<file path="config.mk">
export PLATFORM = sky130hd
export DESIGN_NAME = frame_deframer_crc32_check_unit_flat
export DESIGN_NICKNAME = d
export VERILOG_FILES = /design/src/sv/fdc_pkg.sv /design/src/sv/fdc_if.sv /design/src/sv/fdc_replay.sv /design/src/sv/frame_deframer_crc32_check_unit.sv /design/src/flat_wrapper.sv
export SDC_FILE = /design/constraint.sdc
export NUM_CORES = 1
export LEC_CHECK = 0
export BUFFER_PORTS_ARGS = -buffer_cell sky130_fd_sc_hd__buf_2
export CORE_MARGIN = 2
export CORE_UTILIZATION = 60
export DETAILED_ROUTE_END_ITERATION = 7
export PLACE_DENSITY = 0.81
export SLEW_MARGIN = 30
export SYNTH_ARGS = -nofsm -noshare
export SYNTH_HDL_FRONTEND = slang
export SYNTH_SLANG_ARGS = --single-unit
</file>
<file path="constraint.sdc">
create_clock -name clk -period 5.8 [get_ports clk]
set_input_delay 1.16 -clock clk [delete_from_list [all_inputs] [get_ports clk]]
set_output_delay 1.16 -clock clk [all_outputs]
set_load 0.05 [all_outputs]
</file>
<file path="src/sv/fdc_pkg.sv">
package fdc_pkg;

	localparam int CNT_W   = 7;
	localparam int BYTE_W  = 8;
	localparam int CRC_W   = 32;
	localparam int CFG_A_W = 2;

	localparam logic [CRC_W-1:0] CRC_POLY = 32'hEDB8_8320;
	localparam logic [CRC_W-1:0] CRC_INIT = 32'hFFFF_FFFF;

	localparam logic [CNT_W-1:0] HDR_LAST = 7'd6;
	localparam logic [CNT_W-1:0] CRC_LAST = 7'd3;

	localparam logic [CFG_A_W-1:0] CFG_SYNC_FIRST    = 2'd0;
	localparam logic [CFG_A_W-1:0] CFG_SYNC_SECOND   = 2'd1;
	localparam logic [CFG_A_W-1:0] CFG_PAYLOAD_LIMIT = 2'd2;

	localparam logic [BYTE_W-1:0] SYNC_FIRST_RST    = 8'd170;
	localparam logic [BYTE_W-1:0] SYNC_SECOND_RST   = 8'd85;
	localparam logic [CNT_W-1:0]  PAYLOAD_LIMIT_RST = 7'd64;

	typedef struct packed {
		logic [BYTE_W-1:0] frame_context;
		logic [BYTE_W-1:0] frame_type;
		logic [BYTE_W-1:0] frame_sequence;
		logic [CNT_W-1:0]  payload_length;
	} rp_start_t;

	// Reflected CRC-32 update over one byte, one bit per step.
	function automatic logic [CRC_W-1:0] crc32_byte(input logic [CRC_W-1:0] crc,
		input logic [BYTE_W-1:0] b);
		logic [CRC_W-1:0] c;
		c = crc ^ {24'd0, b};
		for (int k = 0; k < BYTE_W; k++) begin
			c = c[0] ? ((c >> 1) ^ CRC_POLY) : (c >> 1);
		end
		return c;
	endfunction

endpackage

</file>
<file path="src/sv/fdc_if.sv">
interface fdc_in_if;
	logic       valid;
	logic       ready;
	logic       op;
	logic [7:0] rx_byte;
	modport source(output valid, op, rx_byte, input ready);
	modport sink(input valid, op, rx_byte, output ready);
endinterface

interface fdc_out_if;
	logic       valid;
	logic       ready;
	logic [7:0] frame_context;
	logic [7:0] frame_type;
	logic [7:0] frame_sequence;
	logic [6:0] payload_length;
	logic [7:0] payload_byte;
	logic       byte_valid;
	logic       last;
	modport source(output valid, frame_context, frame_type, frame_sequence, payload_length,
		payload_byte, byte_valid, last, input ready);
	modport sink(input valid, frame_context, frame_type, frame_sequence, payload_length,
		payload_byte, byte_valid, last, output ready);
endinterface

interface fdc_cfg_if;
	logic       valid;
	logic       ready;
	logic [1:0] addr;
	logic [7:0] data;
	modport source(output valid, addr, data, input ready);
	modport sink(input valid, addr, data, output ready);
endinterface

</file>
<file path="src/sv/fdc_replay.sv">
module fdc_replay #(
	parameter int PAYLOAD_DEPTH = 64
) (
	input  logic                      clk,
	input  logic                      arst_n,
	input  logic                      wr_en,
	input  logic [fdc_pkg::CNT_W-1:0] wr_addr,
	input  logic [7:0]                wr_data,
	input  logic                      start,
	input  fdc_pkg::rp_start_t        start_info,
	output logic                      busy,
	fdc_out_if.source                 dout
);
	import fdc_pkg::*;

	localparam int AW = (PAYLOAD_DEPTH > 1) ? $clog2(PAYLOAD_DEPTH) : 1;

	logic [BYTE_W-1:0] mem [PAYLOAD_DEPTH];

	rp_start_t         info_q;
	logic              active_q;
	logic [CNT_W-1:0]  rp_cnt_q;
	logic [CNT_W-1:0]  rp_next;
	logic [CNT_W-1:0]  n_items;
	logic              issue_last;
	logic              rd_en;
	logic              move;

	logic [BYTE_W-1:0] rd_data_s1;
	logic              vld_s1;
	logic              last_s1;
	logic              bv_s1;

	logic              out_vld_q;
	rp_start_t         out_info_q;
	logic [BYTE_W-1:0] out_byte_q;
	logic              out_bv_q;
	logic              out_last_q;

	// An empty frame still yields one header-only result.
	assign n_items    = (info_q.payload_length == '0) ? CNT_W'(1) : info_q.payload_length;
	assign rp_next    = rp_cnt_q + CNT_W'(1);
	assign issue_last = (rp_next == n_items);
	assign move       = vld_s1 && (!out_vld_q || dout.ready);
	assign rd_en      = active_q && (!vld_s1 || move);
	assign busy       = active_q || vld_s1;

	always_ff @(posedge clk) begin
		if (wr_en) begin
			mem[wr_addr[AW-1:0]] <= wr_data;
		end
		if (rd_en) begin
			rd_data_s1 <= mem[rp_cnt_q[AW-1:0]];
		end
	end

	always_ff @(posedge clk) begin
		if (start) begin
			info_q <= start_info;
		end
		if (rd_en) begin
			last_s1 <= issue_last;
			bv_s1   <= (info_q.payload_length != '0);
		end
		if (move) begin
			out_info_q <= info_q;
			out_byte_q <= bv_s1 ? rd_data_s1 : '0;
			out_bv_q   <= bv_s1;
			out_last_q <= last_s1;
		end
	end

	always_ff @(posedge clk or negedge arst_n) begin
		if (!arst_n) begin
			active_q  <= 1'b0;
			rp_cnt_q  <= '0;
			vld_s1    <= 1'b0;
			out_vld_q <= 1'b0;
		end else begin
			if (start) begin
				active_q <= 1'b1;
				rp_cnt_q <= '0;
			end else if (rd_en) begin
				rp_cnt_q <= rp_next;
				if (issue_last) begin
					active_q <= 1'b0;
				end
			end
			if (rd_en) begin
				vld_s1 <= 1'b1;
			end else if (move) begin
				vld_s1 <= 1'b0;
			end
			if (move) begin
				out_vld_q <= 1'b1;
			end else if (dout.ready) begin
				out_vld_q <= 1'b0;
			end
		end
	end

	assign dout.valid          = out_vld_q;
	assign dout.frame_context  = out_info_q.frame_context;
	assign dout.frame_type     = out_info_q.frame_type;
	assign dout.frame_sequence = out_info_q.frame_sequence;
	assign dout.payload_length = out_info_q.payload_length;
	assign dout.payload_byte   = out_byte_q;
	assign dout.byte_valid     = out_bv_q;
	assign dout.last           = out_last_q;

endmodule

</file>
<file path="src/sv/frame_deframer_crc32_check_unit.sv">
// Parsing takes one received byte per cycle while the replay is not busy; the CRC-32 of a byte
// is folded in the same cycle. After the last CRC byte of a good frame the payload memory
// replays max(len, 1) results at one per cycle while the output is not stalled, limited by
// its single registered read port. Input requests stall from the final CRC byte until the
// last read has left the read stage. Reset restores the sync hunt and the configuration
// defaults but not the payload memory; each valid byte a replay outputs is written first.
module frame_deframer_crc32_check_unit #(
	parameter int PAYLOAD_DEPTH = 64
) (
	input  logic      clk,
	input  logic      arst_n,
	fdc_in_if.sink    din,
	fdc_out_if.source dout,
	fdc_cfg_if.sink   cfg
);
	import fdc_pkg::*;

	localparam logic [CNT_W-1:0] DEPTH_C = CNT_W'(PAYLOAD_DEPTH);

	typedef enum logic [4:0] {
		PH_HUNT1   = 5'b00001,
		PH_HUNT2   = 5'b00010,
		PH_HEADER  = 5'b00100,
		PH_PAYLOAD = 5'b01000,
		PH_CHECK   = 5'b10000
	} phase_t;

	logic [BYTE_W-1:0] sync_first_q;
	logic [BYTE_W-1:0] sync_second_q;
	logic [CNT_W-1:0]  payload_limit_q;

	phase_t            phase_q, phase_d;
	logic [CNT_W-1:0]  cnt_q, cnt_d;
	logic [CRC_W-1:0]  crc_q, crc_d;
	logic [CRC_W-1:0]  rcv_q, rcv_d;
	logic [CNT_W-1:0]  len_q, len_d;
	logic [BYTE_W-1:0] hdr_q [HDR_LAST];
	logic              hdr_we;

	logic              acc;
	logic              rp_busy;
	logic              start;
	rp_start_t         start_info;
	logic              mem_we;
	logic [CNT_W-1:0]  limit;
	logic [CRC_W-1:0]  crc_next;
	logic [CRC_W-1:0]  len32;
	logic              len_over;
	logic [CNT_W-1:0]  cnt_inc;

	assign cfg.ready = 1'b1;

	always_ff @(posedge clk or negedge arst_n) begin
		if (!arst_n) begin
			sync_first_q    <= SYNC_FIRST_RST;
			sync_second_q   <= SYNC_SECOND_RST;
			payload_limit_q <= PAYLOAD_LIMIT_RST;
		end else if (cfg.valid) begin
			unique case (cfg.addr)
				CFG_SYNC_FIRST:    sync_first_q    <= cfg.data;
				CFG_SYNC_SECOND:   sync_second_q   <= cfg.data;
				CFG_PAYLOAD_LIMIT: payload_limit_q <= cfg.data[CNT_W-1:0];
				default:           ;
			endcase
		end
	end

	assign din.ready = !rp_busy;
	assign acc       = din.valid && din.ready;
	assign limit     = (payload_limit_q > DEPTH_C) ? DEPTH_C : payload_limit_q;
	assign crc_next  = crc32_byte(crc_q, din.rx_byte);
	assign cnt_inc   = cnt_q + CNT_W'(1);
	assign len32     = {din.rx_byte, hdr_q[5], hdr_q[4], hdr_q[3]};
	// The full 32-bit length takes part in the limit check.
	assign len_over  = (|len32[CRC_W-1:CNT_W]) || (len32[CNT_W-1:0] > limit);

	always_comb begin
		phase_d = phase_q;
		cnt_d   = cnt_q;
		crc_d   = crc_q;
		rcv_d   = rcv_q;
		len_d   = len_q;
		hdr_we  = 1'b0;
		mem_we  = 1'b0;
		start   = 1'b0;
		if (acc) begin
			if (din.op) begin
				phase_d = PH_HUNT1;
				cnt_d   = '0;
				crc_d   = CRC_INIT;
			end else begin
				unique case (phase_q)
					PH_HUNT2: begin
						if (din.rx_byte == sync_second_q) begin
							phase_d = PH_HEADER;
							cnt_d   = '0;
							crc_d   = CRC_INIT;
						end else if (din.rx_byte != sync_first_q) begin
							phase_d = PH_HUNT1;
						end
					end
					PH_HEADER: begin
						hdr_we = (cnt_q != HDR_LAST);
						crc_d  = crc_next;
						cnt_d  = cnt_inc;
						if (cnt_q == HDR_LAST) begin
							cnt_d = '0;
							rcv_d = '0;
							len_d = len32[CNT_W-1:0];
							if (len_over) begin
								phase_d = PH_HUNT1;
								crc_d   = CRC_INIT;
							end else if (len32[CNT_W-1:0] != '0) begin
								phase_d = PH_PAYLOAD;
							end else begin
								phase_d = PH_CHECK;
							end
						end
					end
					PH_PAYLOAD: begin
						mem_we = 1'b1;
						crc_d  = crc_next;
						cnt_d  = cnt_inc;
						if (cnt_inc >= len_q) begin
							phase_d = PH_CHECK;
							cnt_d   = '0;
						end
					end
					PH_CHECK: begin
						// The received CRC arrives least significant byte first.
						rcv_d = {din.rx_byte, rcv_q[CRC_W-1:BYTE_W]};
						cnt_d = cnt_inc;
						if (cnt_q == CRC_LAST) begin
							start   = ((crc_q ^ CRC_INIT) == rcv_d);
							phase_d = PH_HUNT1;
							cnt_d   = '0;
							crc_d   = CRC_INIT;
						end
					end
					default: begin
						phase_d = (din.rx_byte == sync_first_q) ? PH_HUNT2 : PH_HUNT1;
					end
				endcase
			end
		end
	end

	always_ff @(posedge clk or negedge arst_n) begin
		if (!arst_n) begin
			phase_q <= PH_HUNT1;
			cnt_q   <= '0;
			crc_q   <= CRC_INIT;
			rcv_q   <= '0;
		end else begin
			phase_q <= phase_d;
			cnt_q   <= cnt_d;
			crc_q   <= crc_d;
			rcv_q   <= rcv_d;
		end
	end

	always_ff @(posedge clk) begin
		len_q <= len_d;
		if (hdr_we) begin
			hdr_q[cnt_q[2:0]] <= din.rx_byte;
		end
	end

	assign start_info.frame_context  = hdr_q[0];
	assign start_info.frame_type     = hdr_q[1];
	assign start_info.frame_sequence = hdr_q[2];
	assign start_info.payload_length = len_q;

	fdc_replay #(
		.PAYLOAD_DEPTH(PAYLOAD_DEPTH)
	) u_replay (
		.clk       (clk),
		.arst_n    (arst_n),
		.wr_en     (mem_we),
		.wr_addr   (cnt_q),
		.wr_data   (din.rx_byte),
		.start     (start),
		.start_info(start_info),
		.busy      (rp_busy),
		.dout      (dout)
	);

	a_start_busy: assert property (@(posedge clk) disable iff (!arst_n)
		start |=> rp_busy)
		else $error("replay did not start after a good CRC");

	a_payload_cnt: assert property (@(posedge clk) disable iff (!arst_n)
		(phase_q == PH_PAYLOAD) |-> (cnt_q < len_q && len_q <= DEPTH_C))
		else $error("payload count out of range");

	a_header_cnt: assert property (@(posedge clk) disable iff (!arst_n)
		(phase_q == PH_HEADER) |-> (cnt_q <= HDR_LAST))
		else $error("header count out of range");

endmodule
</file>
<file path="src/flat_wrapper.sv">
// flat-port wrapper written by rule: the top's interface ports become plain ports
module frame_deframer_crc32_check_unit_flat import fdc_pkg::*;
#(
	parameter int PAYLOAD_DEPTH = 64
)
  (clk, arst_n, din_valid, din_op, din_rx_byte, din_ready, dout_valid, dout_frame_context, dout_frame_type, dout_frame_sequence, dout_payload_length, dout_payload_byte, dout_byte_valid, dout_last, dout_ready, cfg_valid, cfg_addr, cfg_data, cfg_ready);
  fdc_in_if din_i ();
  fdc_out_if dout_i ();
  fdc_cfg_if cfg_i ();
  input  logic clk;
  input  logic arst_n;
  input wire logic [$bits(din_i.valid)-1:0] din_valid;
  input wire logic [$bits(din_i.op)-1:0] din_op;
  input wire logic [$bits(din_i.rx_byte)-1:0] din_rx_byte;
  output wire logic [$bits(din_i.ready)-1:0] din_ready;
  output wire logic [$bits(dout_i.valid)-1:0] dout_valid;
  output wire logic [$bits(dout_i.frame_context)-1:0] dout_frame_context;
  output wire logic [$bits(dout_i.frame_type)-1:0] dout_frame_type;
  output wire logic [$bits(dout_i.frame_sequence)-1:0] dout_frame_sequence;
  output wire logic [$bits(dout_i.payload_length)-1:0] dout_payload_length;
  output wire logic [$bits(dout_i.payload_byte)-1:0] dout_payload_byte;
  output wire logic [$bits(dout_i.byte_valid)-1:0] dout_byte_valid;
  output wire logic [$bits(dout_i.last)-1:0] dout_last;
  input wire logic [$bits(dout_i.ready)-1:0] dout_ready;
  input wire logic [$bits(cfg_i.valid)-1:0] cfg_valid;
  input wire logic [$bits(cfg_i.addr)-1:0] cfg_addr;
  input wire logic [$bits(cfg_i.data)-1:0] cfg_data;
  output wire logic [$bits(cfg_i.ready)-1:0] cfg_ready;
  assign din_i.valid = din_valid;
  assign din_i.op = din_op;
  assign din_i.rx_byte = din_rx_byte;
  assign din_ready = din_i.ready;
  assign dout_valid = dout_i.valid;
  assign dout_frame_context = dout_i.frame_context;
  assign dout_frame_type = dout_i.frame_type;
  assign dout_frame_sequence = dout_i.frame_sequence;
  assign dout_payload_length = dout_i.payload_length;
  assign dout_payload_byte = dout_i.payload_byte;
  assign dout_byte_valid = dout_i.byte_valid;
  assign dout_last = dout_i.last;
  assign dout_i.ready = dout_ready;
  assign cfg_i.valid = cfg_valid;
  assign cfg_i.addr = cfg_addr;
  assign cfg_i.data = cfg_data;
  assign cfg_ready = cfg_i.ready;
  frame_deframer_crc32_check_unit #(.PAYLOAD_DEPTH(PAYLOAD_DEPTH)) u_core (.clk(clk), .arst_n(arst_n), .din(din_i), .dout(dout_i), .cfg(cfg_i));
endmodule
</file>
---- Word level (Yosys, flattened, before mapping) ----
Memories as Yosys holds them, arrays and structs flattened. A register that Yosys moved wholly into a read port is not among the register bits.
Index checks and enable logic that the tools add are counted.
storage, ports and cells
  register bits ........................... 166
  RAM bits ................................ 560
  bits of input ports ..................... 24
  output and inout bits ................... 44
  logic and storage cells ................. 147
  memories ................................ 2
cells by class
  $add $sub $neg .......................... 2
  $lt $le $gt $ge ......................... 3
  equality and inequality tests ........... 20
  mux-type cells .......................... 57
  bitwise logic cells ..................... 11
  reductions and logical operators ........ 30
memory list
  memory               words  bits a word  rd ports  clocked after memory_dff  write ports  RTL line                               RTL
  u_core.u_replay.mem  64     8            1         1                         1            fdc_replay.sv:18                       logic [BYTE_W-1:0] mem [PAYLOAD_DEPTH];
  u_core.hdr_q         6      8            6         3                         1            frame_deframer_crc32_check_unit.sv:37  logic [BYTE_W-1:0] hdr_q [HDR_LAST];
operators by type and width
  operator                                                               number
  32-bit two-way mux                                                     14
  32-bit case mux with 4 select lines                                    1
  13-bit inverter with 14-bit output                                     8
  32-bit case mux with 2 select lines                                    1
  7-bit two-way mux                                                      9
  5-bit two-way mux                                                      8
  32-bit equality test                                                   1
  32-bit inverter                                                        1
  32-bit by 8-bit bitwise XOR with 32-bit output                         1
  7-bit case mux with 4 select lines                                     1
  25-bit OR reduction                                                    1
  1-bit two-way mux                                                      21
  5-bit case mux with 4 select lines                                     1
  8-bit equality test                                                    2
  7-bit by 1-bit adder with 7-bit output, second input constant          2
  7-bit nonzero test                                                     2
  3-bit by 2-bit != test with 1-bit output, second input constant        4
  4-bit AND reduction                                                    3
  2-bit nonzero test                                                     5
  8-bit != test                                                          1
  2-bit AND reduction                                                    4
  7-bit by 2-bit equality test with 1-bit output, second input constant  1
  7-bit by 3-bit equality test with 1-bit output, second input constant  1
  7-bit equality test                                                    1
  22 further kinds                                                       29

---- Depth between registers and ports, before layout ----
Gate-level depths: netlist of run 1.
  word-level depth ........................ 21
  gate-level depth with buffers ........... 12
  mapped depth without buffers ............ 12

---- Modules after synthesis ----
A second synthesis of run 1 with hierarchy kept.
second synthesis, totals
  cell total of the unflattened synthesis .. 1774
  area, all modules ....................... 30763.3 um^2
modules (own cells, without submodules)
  module                           times used  cells each  area an instance (um^2)  seq. area each (um^2)
  fdc_replay                       1           1182        23448.7                  18087.3
  frame_deframer_crc32_check_unit  1           592         7314.5                   3981.3

---- Worst setup path after synthesis of run 1 ----
Ideal clock, no wire load.
  kind .................................... input port to flip-flop
  start ................................... input din_rx_byte[3]
  end ..................................... register u_core.u_replay.info_q[0] (netlist name) (enable)
  setup time .............................. 0.406 ns
  arrival time ............................ 3.123 ns
  required time ........................... 5.394 ns
  setup slack ............................. 2.271 ns
  cell stages on the path ................. 7
  path buffers ............................ 2
  cells stage by stage .................... clkbuf_1 xnor2_1 nor4_1 nand4_1 nor2_1 and3_1 clkbuf_1
on the way
  word-level cells in the longest chain between the ends .. 5
RTL lines
  element               RTL line                                RTL
  from (decl)           flat_wrapper.sv:14                      input wire logic [$bits(din_i.rx_byte)-1:0] din_rx_byte;
  32-bit equality test  frame_deframer_crc32_check_unit.sv:134  start = ((crc_q ^ CRC_INIT) == rcv_d);
  1-bit two-way mux     frame_deframer_crc32_check_unit.sv:133  if (cnt_q == CRC_LAST) begin
  1-bit two-way mux     frame_deframer_crc32_check_unit.sv:92   unique case (phase_q)
  1-bit two-way mux     frame_deframer_crc32_check_unit.sv:87   if (din.op) begin
  1-bit two-way mux     frame_deframer_crc32_check_unit.sv:86   if (acc) begin
  via u_core.start      frame_deframer_crc32_check_unit.sv:42   logic start;
  to (signal assigned)  fdc_replay.sv:59                        info_q <= start_info;
  to (decl)             fdc_replay.sv:20                        rp_start_t info_q;
The timed path passes the listed nets, and every way through them passes these cells.
A chain may end at the register's enable or synchronous reset.

---- Final worst setup path of run 1 ----
  start ................................... input din_rx_byte[7]
  end ..................................... register, netlist name u_core.u_replay.info_q[10]
on the way
  word-level cells in the longest chain between the ends .. 5
RTL lines
  element               RTL line
  32-bit equality test  frame_deframer_crc32_check_unit.sv:134
  1-bit two-way mux     frame_deframer_crc32_check_unit.sv:133
  1-bit two-way mux     frame_deframer_crc32_check_unit.sv:92
  1-bit two-way mux     frame_deframer_crc32_check_unit.sv:87
  1-bit two-way mux     frame_deframer_crc32_check_unit.sv:86
Every way passes these cells.

==> results.md, run 1 <==
- Outcome: finished clean
- Final Max Slew Viols: 0
- Io pins: 68
- Register cell area after layout: 0.02208 sq mm
- Vias: 15230
- Syn Nets: 1669
- CP Max Fanout: 40
- ANT nets after route: 0
- Clock Latency Late Sink: 630 ps
- Post-layout util: 67.98%
- DR pass1 iterations: 8
- Global Route Usage Sum: 25.83%
- Startpoint Class: input pin
- Initial Utilization: 61.10%
- Final setup fails: 0
- Final TNS setup: 0 ps
- Post-synth cell types: 60
- Count leader, synth: edfxtp_1
- Post_cts resized: 0
- P&R area growth vs syn: 11.24%
- Largest cells by area after synthesis: edfxtp_1 (65%), mux4_2 (12%), dfrtp_1 (4.9%)
- YS warnings: 0
- Worst vdd ir: 0.2055 mV
- Hpwl dp: 39660 um
- Seq/Total Area, Yosys: 73.48%
- Chip width: 227.7 um
- Post-synth EDFFs: 649
- Routed len/inst: 26.98 um
- Hold Fails Final Rpt: 0
- Worst setup path class: input pin to register
- Worst path required time: 6040 ps
- Total CTS buffers: 73
- Worst Skew: 27.55 ps
- PwrDens: 323.6 mW/mm^2
- Mapped Cells: 1628
- Largest net degree at the start of global routing: 76
- Vert. Die Dim: 227.7 um
- Syn_area_per_cell: 18.45 sq um
- GP Congestion: 0.8236
- Tmin final: 3658 ps
- Fmax: 273.4 MHz
- Arrival @ worst endpoint: 3900 ps
- Crit end category: register
- Vias per Instance: 6.245
- Seq cells post-synth: 750
- CORE AREA: 0.04915 sq mm
- Post-Syn Area: 0.03004 sq mm
- CTS tree: done
- Initial antenna violation count: 1
- Post-Route WL: 65780 um
- Synth area leader: edfxtp_1
- # nets final: 1758
- Row cnt: 81
- # H-tree levels: 3
- Fin crit share: 63.07%
- Clock Sinks: 750
- Most instantiated cells after synthesis: edfxtp_1 (649), mux4_2 (160), nor2_1 (132), xnor2_1 (101), nand2_1 (85)
- Post-CTS setup buffers: 0
- Die area: 0.05186 sq mm
- Multi-input gate area: 0.007567 sq mm
- Post-synth top flop: edfxtp_1
- Hold crit path type: register to register
- Drt initial violations: 1446
- Wire length of the first global-routing pass: 98610 um
- Buffers on Ports: 66
- DRC Markers: 0
- Root Buffer: clkbuf_16
- Fillers: 3004
- Grt total ovfl: 0
- Tightest Pin Transition: 944.3 ps
- Vias in the first global route: 15650
- RSZ-0062 raised after global routing: no
- Clock Path Buffers: 3
- Top cell type's share of synthesized area: 64.89%
- Lkg Pwr: 10.81 nW
- Worst slew margin: 37.05%
- Clk slew on worst S/H paths: 60 ps
- Ratio of cells with drive above 1 in the final layout: 25.16%
- Post-synth ARST share: 13.47%
- Max capacitance violation total: 0
- Hold buffer count at cts: 0
==> worst max-delay path, stage by stage <==
cell     delay [ps]
buf_2           570
buf_4           550
xnor2_1         150
nor4_1          220
nand4_1         150
nor2_1          200
and3_2          800
==> power by group <==
group	total [mW]	internal (mW)	switching [mW]
logic	0.306	0.110	0.196
clock network	4.58	2.61	1.98
registers	5.92	5.89	0.0286
==> stage by stage <==
| step | total power, mW | setup slack (ps) | hold WS, ps | area, sq um | std cells |
|---|---|---|---|---|---|
| after global routing | 11.11 | 1950 | 424.5 | 33410 | 2438 |
| final | 10.81 | 2142 | 416.8 | 33410 | 2438 |
| after CTS | 10.87 | 2169 | 418.1 | 33400 | 2437 |
| after floorplan | 6.189 | 2271 | 400.3 | 30040 | 1628 |
| after detailed placement | 6.337 | 1522 | 404.5 | 31100 | 2306 |
| after global placement | 6.323 | 1482 | 400.5 | 31090 | 2306 |
==> cell type report <==
type	count	area share (%)
sequential	750	66.08
multi-input combinational	780	22.65
clock buffer	92	5.928
tap	664	2.487
timing repair buffer	91	1.644
clock inverter	39	0.9736
inverter	21	0.2359
antenna	1	0.007490
==> cell families (layout without fill, tap and decap cells) <==
kind of cell | count (synthesis) | count (layout) | share of synthesized area [%]
adders and majority gates | 17 | 17 | 0.7082
xor gates and xnor gates | 139 | 139 | 4.128
muxes | 188 | 188 | 13.09
DFF | 750 | 750 | 73.48
and+or+nand+nor | 327 | 327 | 5.120
buffers and inverters | 98 | 243 | 1.375
AOI/OAI and AO/OA | 108 | 108 | 2.087
other | 1 | 2 | 0.01249
==> final timing paths <==
path | startpoint | end | slack (ps) | cells after the start
max | din_rx_byte[7] | u_core.u_replay.info_q[10] | 2140 | 7
min | u_core.hdr_q[2][2] | u_core.u_replay.info_q[9] | 420 | 0
max reg2reg | u_core.cnt_q[1] | u_core.phase_q[1] | 2180 | 11
min reg2reg | u_core.hdr_q[2][2] | u_core.u_replay.info_q[9] | 420 | 0
max in group asynchronous | arst_n | u_core.sync_second_q[4] | 4330 | 2
min in group asynchronous | arst_n | u_core.rcv_q[31] | 570 | 1
==> cell usage in the layout (no fill, tap or decap), types with 23 or more instances in the layout <==
cell type and instances:
edfxtp_1 649, mux4_2 160, nor2_1 131, xnor2_1 101
nand2_1 85, clkbuf_16 75, buf_2 65, dfrtp_1 56
a21oi_1 42, dfstp_2 42, xor2_1 35, o21ai_1 29
mux2_2 23, buf_4 23
==> flip-flops by register name (all words and copies together) (netlist names), 5 cells and up <==
register and cells:
u_core.hdr_q 48, u_core.phase_q 5, u_core.u_replay.info_q 31, u_core.u_replay.mem 512, u_core.sync_first_q 8, u_core.u_replay.dout.payload_length 7, u_core.u_replay.dout.frame_sequence 8, u_core.u_replay.rp_cnt_q 7
u_core.u_replay.dout.frame_context 8, u_core.u_replay.rd_data_s1 8, u_core.u_replay.dout.frame_type 8, u_core.sync_second_q 8, u_core.len_q 7, u_core.rcv_q 24, u_core.cnt_q 7, u_core.crc_q 32
u_core.u_replay.dout.payload_byte 8, u_core.payload_limit_q 7
==> per-layer routing <==
| metal | up-vias | wire, um | track usage (%) |
|---|---|---|---|
| met5 | - | 72 | 1.011 |
| met4 | 2 | 2090 | 9.745 |
| met3 | 142 | 4937 | 5.057 |
| met2 | 699 | 33460 | 42.72 |
| met1 | 7882 | 25220 | 34.42 |
| li1 | 6501 | - | - |
Power figures use the tool's default switching activity.
==> inputs of run 2 (changes only) <==
CORE_UTILIZATION = 56   (was 60)
PLACE_DENSITY = 0.79   (was 0.81)
clock period = 3.3 ns   (was 5.8 ns; I/O delays follow)
==> results.md, run 2 (synthesis results as in run 1) <==
- P&R area growth vs syn: 15.03%
- Vert. Die Dim: 235.6 um (+3.4%)
- CORE AREA: 0.05276 sq mm (+7.3%)
- Routed len/inst: 26.05 um (-3.5%)
- Tmin final: 3278 ps
- Grt total ovfl: 0 (unchanged)
- Ant. Diodes: 0 (-1)
- DRC Markers: 0 (unchanged)
- ANT nets after route: 0 (unchanged)
- Startpoint Class: register
- Root Buffer: clkbuf_16
- Clock Latency Late Sink: 640 ps (about the same)
- Max incr delay on CP: 530 ps (-270 ps)
- Clk network pwr share: 43.8% (+1.4 points)
- Total CTS buffers: 73 (unchanged)
- Hpwl dp: 41530 um (+4.7%)
- Hold Fails Final Rpt: 0 (unchanged)
- Ratio of cells with drive above 1 in the final layout: 29.97% (+4.8 points)
- Chip width: 235.6 um (+3.4%)
- Internal: 15.45 mW (+79%)
- Outcome: finished clean
- Reg2reg setup slack: 20 ps (-2160 ps)
- Comb power frac: 2.8% (about the same)
- Crit end category: register
- Initial Utilization: 56.93% (-4.2 points)
- Worst path required time: 3810 ps (-2230 ps)
- Final Max Slew Viols: 0 (unchanged)
- Switching share of power: 20.56% (+0.21 points)
- Slowest-stage cell, CP: or4_1
- Most frequent cells in the layout: edfxtp_1 (649), mux4_2 (160), nor2_1 (131)
- Clk slew on worst S/H paths: 60 ps (about the same)
- Final hold slack: 137.0 ps (-279.8 ps)
- Largest net degree at the start of global routing: 71 (-6.6%)
- Tightest Pin Transition: 970.8 ps (+26.53 ps)
- Max reg flops: 512 (unchanged)
- Reg power frac: 53.4% (-1.4 points)
- Io pins: 68 (unchanged)
- Arrival @ worst endpoint: 3790 ps (-110 ps)
- Initial antenna violation count: 1 (unchanged)
- Worst vdd ir: 0.4373 mV (+110%)
- Drt initial violations: 1721 (+19%)
- Row cnt: 84 (+3.7%)
- Lkg Pwr: 11.47 nW (+6.1%)
- Hold buffer count at cts: 0 (unchanged)
- Crit-path cells: buf_6 -> nand3_2 -> nor2_1 -> xnor2_1 -> inv_1 -> ha_1 -> nand2_1 -> or4_1 -> a221o_1 -> a221o_2 -> mux2_4
- DR pass1 iterations: 5 (-3)
- Finished Layout Cells: 2573 (+5.5%)
- Post-Route WL: 67020 um (+1.9%)
- Vias per Instance: 6.133 (-1.8%)
- Fin crit share: 99.33%
- Wire length of the first global-routing pass: 101900 um (+3.3%)
- Worst slew margin: 35.28% (-1.8 points)
- Placed Cells incl. Taps: 2434 (+5.6%)
- Sw Pwr: 3.999 mW (+82%)
- Clock Path Buffers: 3 (unchanged)
- Final setup fails: 0 (unchanged)
- Hold crit path type: input pin to async pin
- CP Max Fanout: 5 (-88%)
- Worst setup path class: register to register
- GP Congestion: 0.8654 (+5.1%)
- CTS tree: done
- Vias: 15780 (+3.6%)
- Die area: 0.05550 sq mm (+7.0%)
- Power consumption: 19.45 mW (+80%)
- # H-tree levels: 3 (unchanged)
- Commonest non-fill, non-tap cell in the layout: edfxtp_1
- Worst Skew: 32.45 ps (+4.893 ps)
- PwrDens: 563.0 mW/mm^2 (+74%)
- Buffers on Ports: 66 (unchanged)
- Vias in the first global route: 16490 (+5.3%)
- # nets final: 1869 (+6.3%)
- Clock Sinks: 750 (unchanged)
- Fmax: 305.1 MHz
- Max capacitance violation total: 0 (unchanged)
- Global Route Usage Sum: 24.58% (-1.3 points)
==> run 2: final timing paths <==
path | from | end | cells after the start
worst max-delay path | u_core.cnt_q[1] | u_core.phase_q[4] | 11
worst min register to register | u_core.hdr_q[1][2] | u_core.u_replay.info_q[17] | 0
worst min-delay path | arst_n | u_core.sync_second_q[3] | 1
max in group asynchronous | arst_n | u_core.crc_q[4] | 2
worst max register to register | u_core.cnt_q[1] | u_core.phase_q[4] | 11
min in group clk | cfg_data[7] | u_core.sync_second_q[7] | 2
==> run 2: power by group through the flow <==
stage | clock [mW] | sequential [mW] | combinational [mW]
3_3_place_gp | 0 | 10.6 | 0.520
6_report | 8.52 | 10.4 | 0.545
4_1_cts | 8.65 | 10.4 | 0.548
2_1_floorplan | 0 | 10.6 | 0.299
3_5_place_dp | 0 | 10.6 | 0.545
5_1_grt | 9.02 | 10.4 | 0.600
==> run 2: area by class of cell <==
class	count	area, sq um
clock buffer	88	1903
clock inverter	44	570.5
fill	3411	18210
inverter	21	78.83
multi-input combinational	780	7606
sequential	750	22080
tap	688	860.8
timing repair buffer	202	1449
==> run 2: worst max-delay path, delay by kind of cell, from the launching register on <==
family	cells	cell delay (ps)
AND/OR/NAND/NOR	4	890
multiplexers	1	330
flip-flops	1	440
XOR/XNOR	1	170
AO/OA/AOI/OAI	2	860
adder cells (fa/ha/maj)	1	280
buffers and inverters	2	200
==> run 2: repair_timing <==
item                                    in CTS  in global routing
gates resized for setup                      0                 12
endpoints found under the setup margin       0                  4
buffers inserted                             0                  7
==> run 2: layer usage <==
layer	global-route usage [%]	vias to the layer above	part of all wire (%)
li1	-	6722	-
met2	40.86	735	50
met4	9.651	0	4.0
met5	0	-	0
met3	4.737	151	7.2
met1	32.44	8171	39
==> run 2: per-stage QoR <==
stage	setup TNS, ps	worst slack [ps]	util [%]	area (sq um)
6_report	0	22.12	65.48	34550
5_1_grt	-316.9	-83.17	65.48	34550
2_1_floorplan	0	29.61	-	30040
4_1_cts	0	80.39	65.27	34440
3_5_place_dp	0	128.8	60.58	31960
3_3_place_gp	0	178.3	60.58	31960
==> inputs of run 3 (changes only) <==
CELL_PAD_IN_SITES_DETAIL_PLACEMENT = 1   (was not set)
CELL_PAD_IN_SITES_GLOBAL_PLACEMENT = 1   (was not set)
CORE_UTILIZATION = 49   (was 56)
CTS_CLUSTER_SIZE = 30   (was not set)
PLACE_DENSITY = 0.8   (was 0.79)
SYNTH_HIERARCHICAL = 1   (was not set)
==> results.md, run 3 <==
- Global Route Usage Sum: 26.50% (+1.9 points)
- Final setup fails: 0 (unchanged)
- Worst vdd ir: 0.3149 mV (-28%)
- Largest net degree at the start of global routing: 69 (-2.8%)
- Largest cells by area after synthesis: edfxtp_1 (63%), mux4_2 (7.0%), dfrtp_1 (4.8%)
- Hold buffer count at cts: 0 (unchanged)
- Post-CTS setup buffers: 0 (unchanged)
- Vias in the first global route: 19160 (+16%)
- Seq/Total Area, Yosys: 71.74% (-1.7 points)
- Worst setup path class: register to register
- Register cell area after layout: 0.02208 sq mm (unchanged)
- Routed len/inst: 29.50 um (+13%)
- RSZ-0062 raised after global routing: no
- Outcome: finished clean
- Tmin final: 3055 ps (-223.3 ps)
- Post-layout util: 57.18% (-8.3 points)
- DR pass1 iterations: 5 (unchanged)
- Mapped Cells: 1774 (+9.0%)
- Chip width: 254.6 um (+8.1%)
- Reg power frac: 51.9% (-1.5 points)
- Hpwl dp: 53540 um (+29%)
- Vert. Die Dim: 254.6 um (+8.1%)
- Internal: 15.90 mW (+2.9%)
- Max reg flops: 512 (unchanged)
- Final Max Slew Viols: 0 (unchanged)
- Buffers on Ports: 66 (unchanged)
- Die area: 0.06480 sq mm (+17%)
- Comb power frac: 3.1% (+0.3 points)
- Max capacitance violation total: 0 (unchanged)
- Vias: 17500 (+11%)
- Ratio of cells with drive above 1 in the final layout: 25.20% (-4.8 points)
- Hold crit path type: input pin to async pin
- Syn_area_per_cell: 17.34 sq um (-6.0%)
- Grt total ovfl: 0 (unchanged)
- P&R area growth vs syn: 15.13% (about the same)
- Hold Fails Final Rpt: 0 (unchanged)
- Fin crit share: 92.56% (-6.8 points)
- Syn Nets: 1815 (+8.7%)
- Most frequent cells in the layout: edfxtp_1 (649), buf_4 (124), mux4_2 (96)
- Synth area leader: edfxtp_1
- Post-synth cell types: 69 (+15%)
- Root Buffer: clkbuf_16
- Post-Route WL: 84430 um (+26%)
- GP Congestion: 0.8614 (-0.46%)
- Arrival @ worst endpoint: 3550 ps (-240 ps)
- CTS tree: done
- PwrDens: 566.5 mW/mm^2 (+0.61%)
- YS warnings: 6 (+6)
- Post-synth ARST share: 13.47% (unchanged)
- Switching share of power: 20.76% (+0.20 points)
- Fmax: 327.4 MHz (+7.3%)
- Post-synth EDFFs: 649 (unchanged)
- ANT nets after route: 0 (unchanged)
- Count leader, synth: edfxtp_1
- Tightest Pin Transition: 894.4 ps (-76.43 ps)
- Multi-input gate area: 0.008188 sq mm (+7.6%)
- Worst Skew: 29.55 ps (-2.891 ps)
- Fillers: 5636 (+65%)
- Startpoint Class: register
- Most instantiated cells after synthesis: edfxtp_1 (649), mux4_2 (96), nor2_1 (96), nand2_1 (94), xnor2_1 (94)
- Clock Path Buffers: 3 (unchanged)
- Wire length of the first global-routing pass: 125100 um (+23%)
- Clock Latency Late Sink: 630 ps (about the same)
- # H-tree levels: 3 (unchanged)
- Top cell type's share of synthesized area: 63.35% (-1.5 points)
- Clock Sinks: 750 (unchanged)
- Drt initial violations: 1554 (-9.7%)
- CORE AREA: 0.06194 sq mm (+17%)
- Post_cts resized: 0 (unchanged)
- CP Max Fanout: 16 (+11)
- Clk slew on worst S/H paths: 60 ps (about the same)
- Clk network pwr share: 45.0% (+1.2 points)
- Initial Utilization: 49.67% (-7.3 points)
- Worst path required time: 3800 ps (about the same)
- Total CTS buffers: 77 (+5.5%)
- Initial antenna violation count: 6 (+5)
- Worst slew margin: 40.38% (+5.1 points)
- # nets final: 2005 (+7.3%)
- Post-Syn Area: 0.03076 sq mm (+2.4%)
- Sw Pwr: 4.165 mW (+4.1%)
- Seq cells post-synth: 750 (unchanged)
- Io pins: 68 (unchanged)
- DRC Markers: 0 (unchanged)
- Row cnt: 91 (+8.3%)
- Vias per Instance: 6.116 (-0.27%)
- R2R depth: 10 (-1)
- Post-synth top flop: edfxtp_1
- Crit end category: register
- Final TNS setup: 0 ps (unchanged)
- Commonest non-fill, non-tap cell in the layout: edfxtp_1
- Lkg Pwr: 11.65 nW (+1.6%)
[run 3: cell types whose count changed in the layout (fill, tap and decap cells not counted), moves of 12 or more]
cell,delta
mux4_2,-64
o21ai_1,-17
nand3_1,+16
nor2_1,-36
o21ai_0,+24
a22oi_1,+13
a221oi_1,+25
mux2i_1,+86
a21oi_1,-17
a2bb2oi_1,+31
o211ai_1,+12
[run 3: routing by layer]
| layer | routed length, um | track usage, % | up-vias |
|---|---|---|---|
| met5 | 22 | 0 | - |
| met1 | 31440 | 32.49 | 9134 |
| met4 | 3473 | 11.95 | 4 |
| met3 | 6656 | 6.011 | 225 |
| met2 | 42840 | 45.01 | 837 |
| li1 | - | - | 7304 |
[run 3: path summary, 6_finish.rpt]
path	startpoint	endpoint	slack, ps
min in group clk	cfg_data[7]	u_core/sync_second_q[7]	280
hold reg to reg	u_core/hdr_q[1][2]	u_core/u_replay/info_q[17]	420
setup reg to reg	u_core/cnt_q[1]	u_core/phase_q[4]	250
max in group asynchronous	arst_n	u_core/crc_q[9]	2360
setup / recovery	u_core/cnt_q[1]	u_core/phase_q[4]	250
hold / removal	arst_n	u_core/rcv_q[28]	160
[run 3: power by group through the flow]
stage	logic [mW]	registers [mW]	clock network [mW]
CTS	0.639	10.4	9.15
global route	0.682	10.4	9.47
floorplan	0.350	10.6	0
finish	0.629	10.4	9.03
global placement	0.593	10.6	0
detailed placement	0.632	10.6	0
[run 3: per-stage QoR]
step	std cells	hold slack, ps	setup WS, ps	power [mW]	area, sq um
after floorplan	1774	364.4	29.88	10.94	30780
after global placement	2722	400.7	498.4	11.19	32800
after detailed placement	2722	406.3	327.0	11.23	32800
after CTS	2861	164.1	144.1	20.19	35410
after global routing	2862	208.8	75.80	20.56	35420
final	2862	157.7	245.5	20.06	35420
[run 3: worst max-delay path, cell delays in order, from the launching register on]
cell	delay (ps)
dfrtp_1	440
buf_4	260
nand3_1	110
xnor2_1	280
ha_1	240
a211o_1	100
a31oi_1	40
or3_1	370
a21oi_1	330
o221a_2	380
mux2_1	360
[run 3: cell type report]
class / instances / area share, %
Sequential cell: 750 / 62.34
Multi-Input combinational cell: 920 / 23.12
Clock inverter: 47 / 1.689
Tap cell: 837 / 2.957
Inverter: 17 / 0.1802
Clock buffer: 92 / 5.656
Timing Repair Buffer: 198 / 4.055
Antenna cell: 1 / 0.007065
[run 3: logic make-up (layout without fill, tap and decap cells)]
family	after synthesis	in the layout	share of synthesized area [%]
mux	215	215	11.03
buf+inv	104	354	1.761
flops	750	750	71.74
compound gates	195	195	4.588
simple gates	350	350	5.527
other cells	1	2	0.01219
xor+xnor	142	142	4.653
fa+ha+maj	17	17	0.6914
